### src/design/md5bs_pkg.sv
// md5bs_pkg: shared types, constants and round functions for the md5 byte stream hasher
// used by md5bs_core and the md5_byte_stream_hash top level; no dependencies
package md5bs_pkg;

  typedef logic [31:0] word_t;
  typedef logic [3:0][31:0] chain_t;

  // commands from the sequencer to the compression engine
  typedef struct packed {
    logic start;
    logic init;
  } core_cmd_t;

  typedef struct packed {
    logic busy;
    logic done;
  } core_sts_t;

  localparam word_t IV_A = 32'h67452301;
  localparam word_t IV_B = 32'hefcdab89;
  localparam word_t IV_C = 32'h98badcfe;
  localparam word_t IV_D = 32'h10325476;

  localparam logic [7:0] PAD_BYTE = 8'h80;

  localparam word_t K_TAB [64] = '{
    32'hd76aa478, 32'he8c7b756, 32'h242070db, 32'hc1bdceee,
    32'hf57c0faf, 32'h4787c62a, 32'ha8304613, 32'hfd469501,
    32'h698098d8, 32'h8b44f7af, 32'hffff5bb1, 32'h895cd7be,
    32'h6b901122, 32'hfd987193, 32'ha679438e, 32'h49b40821,
    32'hf61e2562, 32'hc040b340, 32'h265e5a51, 32'he9b6c7aa,
    32'hd62f105d, 32'h02441453, 32'hd8a1e681, 32'he7d3fbc8,
    32'h21e1cde6, 32'hc33707d6, 32'hf4d50d87, 32'h455a14ed,
    32'ha9e3e905, 32'hfcefa3f8, 32'h676f02d9, 32'h8d2a4c8a,
    32'hfffa3942, 32'h8771f681, 32'h6d9d6122, 32'hfde5380c,
    32'ha4beea44, 32'h4bdecfa9, 32'hf6bb4b60, 32'hbebfbc70,
    32'h289b7ec6, 32'heaa127fa, 32'hd4ef3085, 32'h04881d05,
    32'hd9d4d039, 32'he6db99e5, 32'h1fa27cf8, 32'hc4ac5665,
    32'hf4292244, 32'h432aff97, 32'hab9423a7, 32'hfc93a039,
    32'h655b59c3, 32'h8f0ccc92, 32'hffeff47d, 32'h85845dd1,
    32'h6fa87e4f, 32'hfe2ce6e0, 32'ha3014314, 32'h4e0811a1,
    32'hf7537e82, 32'hbd3af235, 32'h2ad7d2bb, 32'heb86d391
  };

  localparam logic [4:0] ROT_TAB [16] = '{
    5'd7, 5'd12, 5'd17, 5'd22, 5'd5, 5'd9, 5'd14, 5'd20,
    5'd4, 5'd11, 5'd16, 5'd23, 5'd6, 5'd10, 5'd15, 5'd21
  };

  // buffer word used by round r
  function automatic logic [3:0] msg_index(input logic [5:0] r);
    logic [3:0] r4;
    logic [3:0] w;
    r4 = r[3:0];
    case (r[5:4])
      2'd0: w = r4;
      2'd1: w = 4'(r4 * 4'd5 + 4'd1);
      2'd2: w = 4'(r4 * 4'd3 + 4'd5);
      2'd3: w = 4'(r4 * 4'd7);
      default: w = r4;
    endcase
    return w;
  endfunction

  function automatic word_t round_f(input logic [1:0] phase, input word_t b,
                                    input word_t c, input word_t d);
    word_t f;
    case (phase)
      2'd0: f = (b & c) | (~b & d);
      2'd1: f = (b & d) | (c & ~d);
      2'd2: f = b ^ c ^ d;
      2'd3: f = c ^ (b | ~d);
      default: f = b ^ c ^ d;
    endcase
    return f;
  endfunction

  function automatic word_t rotl(input word_t x, input logic [4:0] s);
    logic [63:0] t;
    t = {x, x} << s;
    return t[63:32];
  endfunction

  function automatic word_t swap32(input word_t x);
    return {x[7:0], x[15:8], x[23:16], x[31:24]};
  endfunction

endpackage

### src/design/md5bs_buf_ram.sv
// md5bs_buf_ram: 16 x 32 block buffer with byte write enables and registered read
// generic storage, no package dependencies
module md5bs_buf_ram (
  input  logic        clk,
  input  logic        we,
  input  logic [3:0]  be,
  input  logic [3:0]  waddr,
  input  logic [31:0] wdata,
  input  logic [3:0]  raddr,
  output logic [31:0] rdata
);

  logic [31:0] mem [16];

  always_ff @(posedge clk) begin
    for (int i = 0; i < 4; i++) begin
      if (we && be[i]) begin
        mem[waddr][i*8 +: 8] <= wdata[i*8 +: 8];
      end
    end
  end

  // writes and compression reads never overlap, so no bypass
  always_ff @(posedge clk) begin
    rdata <= mem[raddr];
  end

endmodule

### src/design/md5bs_core.sv
// md5bs_core: md5 compression engine, one round per cycle over the block buffer
// depends on md5bs_pkg; reads message words from md5bs_buf_ram through rd_addr/rd_data
module md5bs_core (
  input  logic                  clk,
  input  logic                  rst,
  input  md5bs_pkg::core_cmd_t  cmd,
  output md5bs_pkg::core_sts_t  sts,
  output logic [3:0]            rd_addr,
  input  logic [31:0]           rd_data,
  output md5bs_pkg::chain_t     chain
);
  import md5bs_pkg::*;

  localparam logic [6:0] CNT_LAST = 7'd66;

  logic [6:0] cnt;
  logic       busy;
  logic       done;
  word_t      a, b, c, d;
  word_t      pre;
  word_t      pre_next;
  word_t      sum;
  word_t      b_new;
  logic [5:0] k_idx;
  logic [5:0] rnd;
  logic       do_round;

  // the read for round cnt goes out ahead of that round, through the buffer read register and then pre
  assign rd_addr = msg_index(cnt[5:0]);
  assign k_idx   = cnt[5:0] - 6'd1;
  assign rnd     = cnt[5:0] - 6'd2;

  // a of the next round is the current d, except before the first round
  assign pre_next = ((cnt == 7'd1) ? a : d) + K_TAB[k_idx] + rd_data;
  assign sum      = pre + round_f(rnd[5:4], b, c, d);
  assign b_new    = b + rotl(sum, ROT_TAB[{rnd[5:4], rnd[1:0]}]);
  assign do_round = busy && (cnt >= 7'd2) && (cnt <= 7'd65);

  always_ff @(posedge clk) begin
    if (rst) begin
      busy  <= 1'b0;
      done  <= 1'b0;
      cnt   <= '0;
      chain <= {IV_D, IV_C, IV_B, IV_A};
    end else begin
      done <= 1'b0;
      if (cmd.init) begin
        chain <= {IV_D, IV_C, IV_B, IV_A};
      end
      if (cmd.start) begin
        busy <= 1'b1;
        cnt  <= '0;
      end else if (busy) begin
        if (cnt == CNT_LAST) begin
          busy     <= 1'b0;
          done     <= 1'b1;
          chain[0] <= chain[0] + a;
          chain[1] <= chain[1] + b;
          chain[2] <= chain[2] + c;
          chain[3] <= chain[3] + d;
        end else begin
          cnt <= cnt + 7'd1;
        end
      end
    end
  end

  // working words need no reset
  always_ff @(posedge clk) begin
    if (cmd.start) begin
      a <= chain[0];
      b <= chain[1];
      c <= chain[2];
      d <= chain[3];
    end else if (do_round) begin
      a <= d;
      d <= c;
      c <= b;
      b <= b_new;
    end
    if (busy) begin
      pre <= pre_next;
    end
  end

  assign sts.busy = busy;
  assign sts.done = done;

endmodule

### src/design/md5_byte_stream_hash.sv
// md5_byte_stream_hash: md5 over a byte stream, intake and padding sequencer, digest output
// depends on md5bs_pkg, md5bs_buf_ram and md5bs_core
//
// usage:
//   msg channel (msg_valid/msg_stall): data_byte, has_byte, last_byte. a transfer with
//   has_byte set appends data_byte; last_byte closes the message after that byte.
//   dig channel (dig_valid/dig_stall): four transfers per message, digest_word with
//   word_index 0..3, last_word on the fourth.
// timing:
//   a byte that does not fill a block or close the message leaves msg_stall low, so bytes stream at one per cycle.
//   the 64th byte of a block starts a compression: one round per cycle in the shared
//   round unit, reading the buffer memory one word per round, while msg_stall is high.
//   a last transfer pads with one buffer word write per cycle (up to 16), writes the
//   length as two words and runs one compression, or two when the tail leaves no room
//   for the length; then the first digest word shows.
//   the digest words leave from an output register; while dig_stall is high the word
//   holds and no new msg transfer is taken. after the fourth word the chaining value
//   returns to its initial value and the block is ready for the next message.
// reset: synchronous, clears the byte count, chaining value and all handshake state.
module md5_byte_stream_hash (
  input  logic        clk,
  input  logic        rst,
  input  logic        msg_valid,
  output logic        msg_stall,
  input  logic [7:0]  data_byte,
  input  logic        has_byte,
  input  logic        last_byte,
  output logic        dig_valid,
  input  logic        dig_stall,
  output logic [31:0] digest_word,
  output logic [1:0]  word_index,
  output logic        last_word
);
  import md5bs_pkg::*;

  localparam logic [2:0] S_IDLE = 3'd0;
  localparam logic [2:0] S_PAD  = 3'd1;
  localparam logic [2:0] S_ZERO = 3'd2;
  localparam logic [2:0] S_LEN  = 3'd3;
  localparam logic [2:0] S_WAIT = 3'd4;
  localparam logic [2:0] S_EMIT = 3'd5;

  localparam logic [3:0] LEN_LO_WORD = 4'd13;
  localparam logic [3:0] LAST_WORD   = 4'd15;

  logic [2:0]  state;
  logic [2:0]  ret;
  logic [60:0] count;
  logic [4:0]  wc;
  logic [3:0]  endw;
  logic        extra;
  logic        go;

  logic        msg_xfer;
  logic        dig_xfer;
  logic [5:0]  pos;
  logic [63:0] bit_len;

  logic        we;
  logic [3:0]  be;
  logic [3:0]  waddr;
  logic [31:0] wdata;
  logic [3:0]  rd_addr;
  logic [31:0] rd_data;

  core_cmd_t   cmd;
  core_sts_t   sts;
  chain_t      chain;

  assign msg_stall = (state != S_IDLE);
  assign msg_xfer  = msg_valid && !msg_stall;
  assign dig_xfer  = dig_valid && !dig_stall;
  assign pos       = count[5:0];
  assign bit_len   = {count, 3'b000};

  assign cmd.start = go;
  assign cmd.init  = (state == S_EMIT) && dig_xfer && last_word;

  // buffer write port
  always_comb begin
    we    = 1'b0;
    be    = 4'h0;
    waddr = pos[5:2];
    wdata = '0;
    case (state)
      S_IDLE: begin
        we    = msg_xfer && has_byte;
        be    = 4'b0001 << pos[1:0];
        wdata = {4{data_byte}};
      end
      S_PAD: begin
        // pad byte in its lane, zeros in the lanes above
        we    = 1'b1;
        be    = 4'hF << pos[1:0];
        wdata = {24'h0, PAD_BYTE} << {pos[1:0], 3'b000};
      end
      S_ZERO: begin
        we    = !wc[4] && (wc[3:0] <= endw);
        be    = 4'hF;
        waddr = wc[3:0];
      end
      S_LEN: begin
        we    = 1'b1;
        be    = 4'hF;
        waddr = wc[3:0];
        wdata = wc[0] ? bit_len[63:32] : bit_len[31:0];
      end
      default: begin
        we = 1'b0;
      end
    endcase
  end

  always_ff @(posedge clk) begin
    if (rst) begin
      state     <= S_IDLE;
      ret       <= S_IDLE;
      count     <= '0;
      wc        <= '0;
      endw      <= LEN_LO_WORD;
      extra     <= 1'b0;
      go        <= 1'b0;
      dig_valid <= 1'b0;
    end else begin
      go <= 1'b0;
      case (state)
        S_IDLE: begin
          if (msg_xfer) begin
            if (has_byte) begin
              count <= count + 61'd1;
              if (pos == 6'd63) begin
                go    <= 1'b1;
                state <= S_WAIT;
                ret   <= last_byte ? S_PAD : S_IDLE;
              end else if (last_byte) begin
                state <= S_PAD;
              end
            end else if (last_byte) begin
              state <= S_PAD;
            end
          end
        end
        S_PAD: begin
          wc    <= {1'b0, pos[5:2]} + 5'd1;
          extra <= (pos[5:3] == 3'b111);
          endw  <= (pos[5:3] == 3'b111) ? LAST_WORD : LEN_LO_WORD;
          state <= S_ZERO;
        end
        S_ZERO: begin
          if (!wc[4] && (wc[3:0] <= endw)) begin
            wc <= wc + 5'd1;
          end else if (extra) begin
            // no room for the length: compress, then clear words 0..13
            go    <= 1'b1;
            ret   <= S_ZERO;
            state <= S_WAIT;
            extra <= 1'b0;
            wc    <= '0;
            endw  <= LEN_LO_WORD;
          end else begin
            state <= S_LEN;
          end
        end
        S_LEN: begin
          if (!wc[0]) begin
            wc <= wc + 5'd1;
          end else begin
            go    <= 1'b1;
            ret   <= S_EMIT;
            state <= S_WAIT;
          end
        end
        S_WAIT: begin
          if (sts.done) begin
            state <= ret;
            if (ret == S_EMIT) begin
              dig_valid <= 1'b1;
            end
          end
        end
        S_EMIT: begin
          if (dig_xfer && last_word) begin
            dig_valid <= 1'b0;
            count     <= '0;
            state     <= S_IDLE;
          end
        end
        default: begin
          state <= S_IDLE;
        end
      endcase
    end
  end

  // digest payload registers
  always_ff @(posedge clk) begin
    if (state == S_WAIT && sts.done && ret == S_EMIT) begin
      digest_word <= swap32(chain[0]);
      word_index  <= 2'd0;
      last_word   <= 1'b0;
    end else if (state == S_EMIT && dig_xfer && !last_word) begin
      digest_word <= swap32(chain[word_index + 2'd1]);
      word_index  <= word_index + 2'd1;
      last_word   <= (word_index == 2'd2);
    end
  end

  md5bs_buf_ram u_buf (
    .clk   (clk),
    .we    (we),
    .be    (be),
    .waddr (waddr),
    .wdata (wdata),
    .raddr (rd_addr),
    .rdata (rd_data)
  );

  md5bs_core u_core (
    .clk     (clk),
    .rst     (rst),
    .cmd     (cmd),
    .sts     (sts),
    .rd_addr (rd_addr),
    .rd_data (rd_data),
    .chain   (chain)
  );

endmodule

### config.mk
export PLATFORM = sky130hd
export DESIGN_NAME = md5_byte_stream_hash
export DESIGN_NICKNAME = d
export VERILOG_FILES = /design/src/design/md5bs_pkg.sv /design/src/design/md5bs_buf_ram.sv /design/src/design/md5bs_core.sv /design/src/design/md5_byte_stream_hash.sv
export SDC_FILE = /design/constraint.sdc
export NUM_CORES = 2
export LEC_CHECK = 0
export BUFFER_PORTS_ARGS = -buffer_cell sky130_fd_sc_hd__buf_2
export CAP_MARGIN = 20
export CELL_PAD_IN_SITES_DETAIL_PLACEMENT = 0
export CELL_PAD_IN_SITES_GLOBAL_PLACEMENT = 2
export CORE_MARGIN = 3
export CORE_UTILIZATION = 31
export CTS_CLUSTER_SIZE = 24
export DETAILED_ROUTE_END_ITERATION = 6
export PLACE_DENSITY = 0.63
export SETUP_SLACK_MARGIN = 0.15
export SLEW_MARGIN = 20
export SYNTH_ARGS = -nofsm -noshare
export SYNTH_HDL_FRONTEND = slang
export SYNTH_SLANG_ARGS = --single-unit
### constraint.sdc
create_clock -name clk -period 12.2 [get_ports clk]
set_input_delay 1.22 -clock clk [delete_from_list [all_inputs] [get_ports clk]]
set_output_delay 1.22 -clock clk [all_outputs]
set_load 0.01 [all_outputs]
==> metrics <==
# clock sinks 952; Total GRT Usage 21.2%; CTS clk-pin slew, worst paths 0.06 ns; initial antenna violation count 8; Worst Setup Start Kind flip-flop; xor and xnor fraction of the mapped netlist area roughly 4.4%; crit path max fanout 67; slowest cell delay on critical path 0.86 ns; dpl cells 7652; pwr/cell area around 200 nW/um^2; Layout Cells excl Fill 7861; Syn Nets around 5700; IO Port Bufs 50; WL final 201000 um; fin crit period roughly 11 ns; Slowest cell on crit path a21boi_1; R2R setup slack 1.34 ns; R2R depth 33; Post-Syn Instances 5420; WHS between 0.4 and 0.5 ns; die area between 150000 and 200000 um^2; Die X 434 um; Simple-Gate Fraction of Synth Area 11.9%; M1 GR Usage 29.0%; busiest grt layer met2; Num CTS Buffers 107; ys flop type edfxtp_1; endpoint class of the critical path flip-flop; HPWL after detailed placement 148000 um; Synth cell types 95; layout cells sized above 1 11.9%; Yosys reg bits 952; fmax 92.1 MHz; Async SR Flop Fraction 0%; number of global-route vias before repair 41700; max-slew violations 0; Post-CTS Setup Bufs 0; cts repair resizes 0; largest family of logic cells by synthesized area compound AO/OA/AOI/OAI gates; Power, Total around 0.013 W; met2 Track Usage GR 35.3%; Pleak 22.8 nW; Synthesis Warnings 0; via count 42700; Netlist Area Pre-Place 56700 um^2; Worst Hold Depth 2; Seq/Total Area, Yosys ~46%; CTS H-tree depth 3; Clock Root Buffer clkbuf_16; Slew headroom 27.4%; Hold Crit Start ret[2]; largest net degree at the start of global routing 101; number of vias per cell 5.43; final hold viol count 0; Max Clock Skew 0.0542 ns; Die H about 430 um; reg-to-reg endpoint u_core.b[31]; worst path arrival time 11.33 ns; gpl congestion 0.841; row cnt 156; maximum VDD drop approximately 140 uV; run status finished clean; ANT nets after route 0; MaxCap Viol Count 0; Adder-Cell Fraction of Synth Area 7.27%; final setup margin 1.34 ns; Crit path required time about 13 ns; Crit Path Class flip-flop to flip-flop; most frequent cells in the layout edfxtp_1, nor2_1, nand2_1, a21oi_1, o21ai_0; first-pass GRT wire length 294000 um; total gr overflow 0; per-cell routed wire length around 26 um; WHS Endpoint ret[2]; clk_lat worst skew 0.75 ns; Yosys top cell area share 37.3%; fin nets 5711; synth-to-layout area growth 12.0%; crit path launch u_core.cnt[2]; dominant cell type by area after synthesis edfxtp_1; worst flop-to-flop path startpoint u_core.cnt[2]; DR iter-0 viols 3601; Tcrit/Tclk final 89.0%; Post-synth EDFFs 704; Hold/Removal Path Class flip-flop to flip-flop; initial core utilization between 30% and 40%; syn_area_per_cell 10.5 um^2; first-pass detailed-route iteration total 6; CTS tree built; GR Util met3 under 10%; total core area roughly 180000 um^2; Setup TNS 0 ns; RSZ-0062 raised after global routing false; Final Setup Violations 0; ranking of synthesized cells by area edfxtp_1, dfxtp_1, ha_1; Top Ports 51; CTS Hold Buffers Added 0; post-synthesis mux area share 10.6%; Compound-Gate Fraction of Synth Area 16.4%; maximum clock path buffer count 3; Setup WS pre-CTS roughly 1.3 ns; worst slew pin tran ~1.1 ns; commonest non-fill, non-tap cell in the layout edfxtp_1; DRC errors left 0
cell usage after synthesis (all sizes together) (15+ instances only):
cell type and instances:
mux4 135, xor2 131, fa 42, o311ai 19, and3 32, a22oi 22, inv 179, o31ai 23
o211ai 42, o21a 32, nand2b 38, a221o 32, nand4 27, clkbuf 220, or3 70, a21boi 18
mux2 105, nor2b 55, mux2i 181, nand3 89, edfxtp 704, ha 262, a21oi 435, nand2 470
o21ai 443, xnor2 151, nor3 76, a31oi 76, o22ai 43, nand3b 15, a211oi 90, nor2 504
a21o 87, dfxtp 248, nor3b 45, buf 81, o21bai 24
report_power, final:
part | total, W | switching (W) | internal (W) | leakage, nW
Clock | 0.00333 | 0.00142 | 0.00191 | 1.73
Combinational | 0.00527 | 0.00332 | 0.00195 | 12.7
Sequential | 0.00431 | 0.000225 | 0.00409 | 8.41
through the flow:
| stage | util (%) | cell area, um^2 |
|---|---|---|
| after floorplan | - | 56700 |
| after global placement | 33.0 | 59800 |
| after detailed placement | 33.0 | 59800 |
| after CTS | 35.0 | 63400 |
| after global routing | 35.0 | 63500 |
| final | 35.1 | 63500 |
logic make-up (layout without fill, tap and decap cells):
group | Yosys count | after routing
buffers and inverters | 483 | 551
other | 0 | 3
adder cells (fa/ha/maj) | 304 | 304
AO/OA/AOI/OAI | 1504 | 1504
flip-flops | 952 | 952
multiplexers | 421 | 421
XOR/XNOR | 282 | 282
AND/OR/NAND/NOR | 1474 | 1474
registers in the layout, indices dropped and copies added (netlist names), 5 cells and up:
name / cells
wc: 5
u_buf.rdata: 32
u_core.c: 32
u_core.pre: 32
u_core.a: 32
u_buf.mem: 512
u_core.cnt: 7
digest_word: 32
u_core.chain: 128
u_core.d: 32
count: 61
u_core.b: 32
layout make-up:
class,instances,area [um^2]
multi-input combinational,3985,29000
clock inverter,48,638
inverter,182,683
tap,2370,2970
clock buffer,156,2950
sequential,952,26100
fill,18200,118000
timing repair buffer,165,1160
antenna,3,7.51
critical path: cells and delay by family, from the launching register on:
kind,cells,cell delay (ns)
fa+ha+maj,3,1.00
buf+inv,2,1.05
xor+xnor,1,0.64
compound gates,20,5.98
flops,1,0.71
mux,1,0.23
simple gates,6,0.95
worst max-delay path by stage:
| stage | endpoint | slack (ns) |
|---|---|---|
| 4_1_cts | u_core.b[30] | 1.25 |
| 6_report | u_core.b[31] | 1.34 |
| 3_5_place_dp | u_core.b[30] | 1.33 |
| 3_3_place_gp | u_core.b[30] | 1.43 |
| 5_1_grt | u_core.b[31] | 0.27 |
| 2_1_floorplan | u_core.b[31] | 3.57 |
routing by layer:
metal | part of all wire [%] | up-vias
met5 | 0 | -
met4 | 3.3 | 0
met3 | 3.5 | 212
met2 | 48 | 882
met1 | 46 | 21400
li1 | - | 20200
No activity file was read; power rests on OpenSTA's default activity.
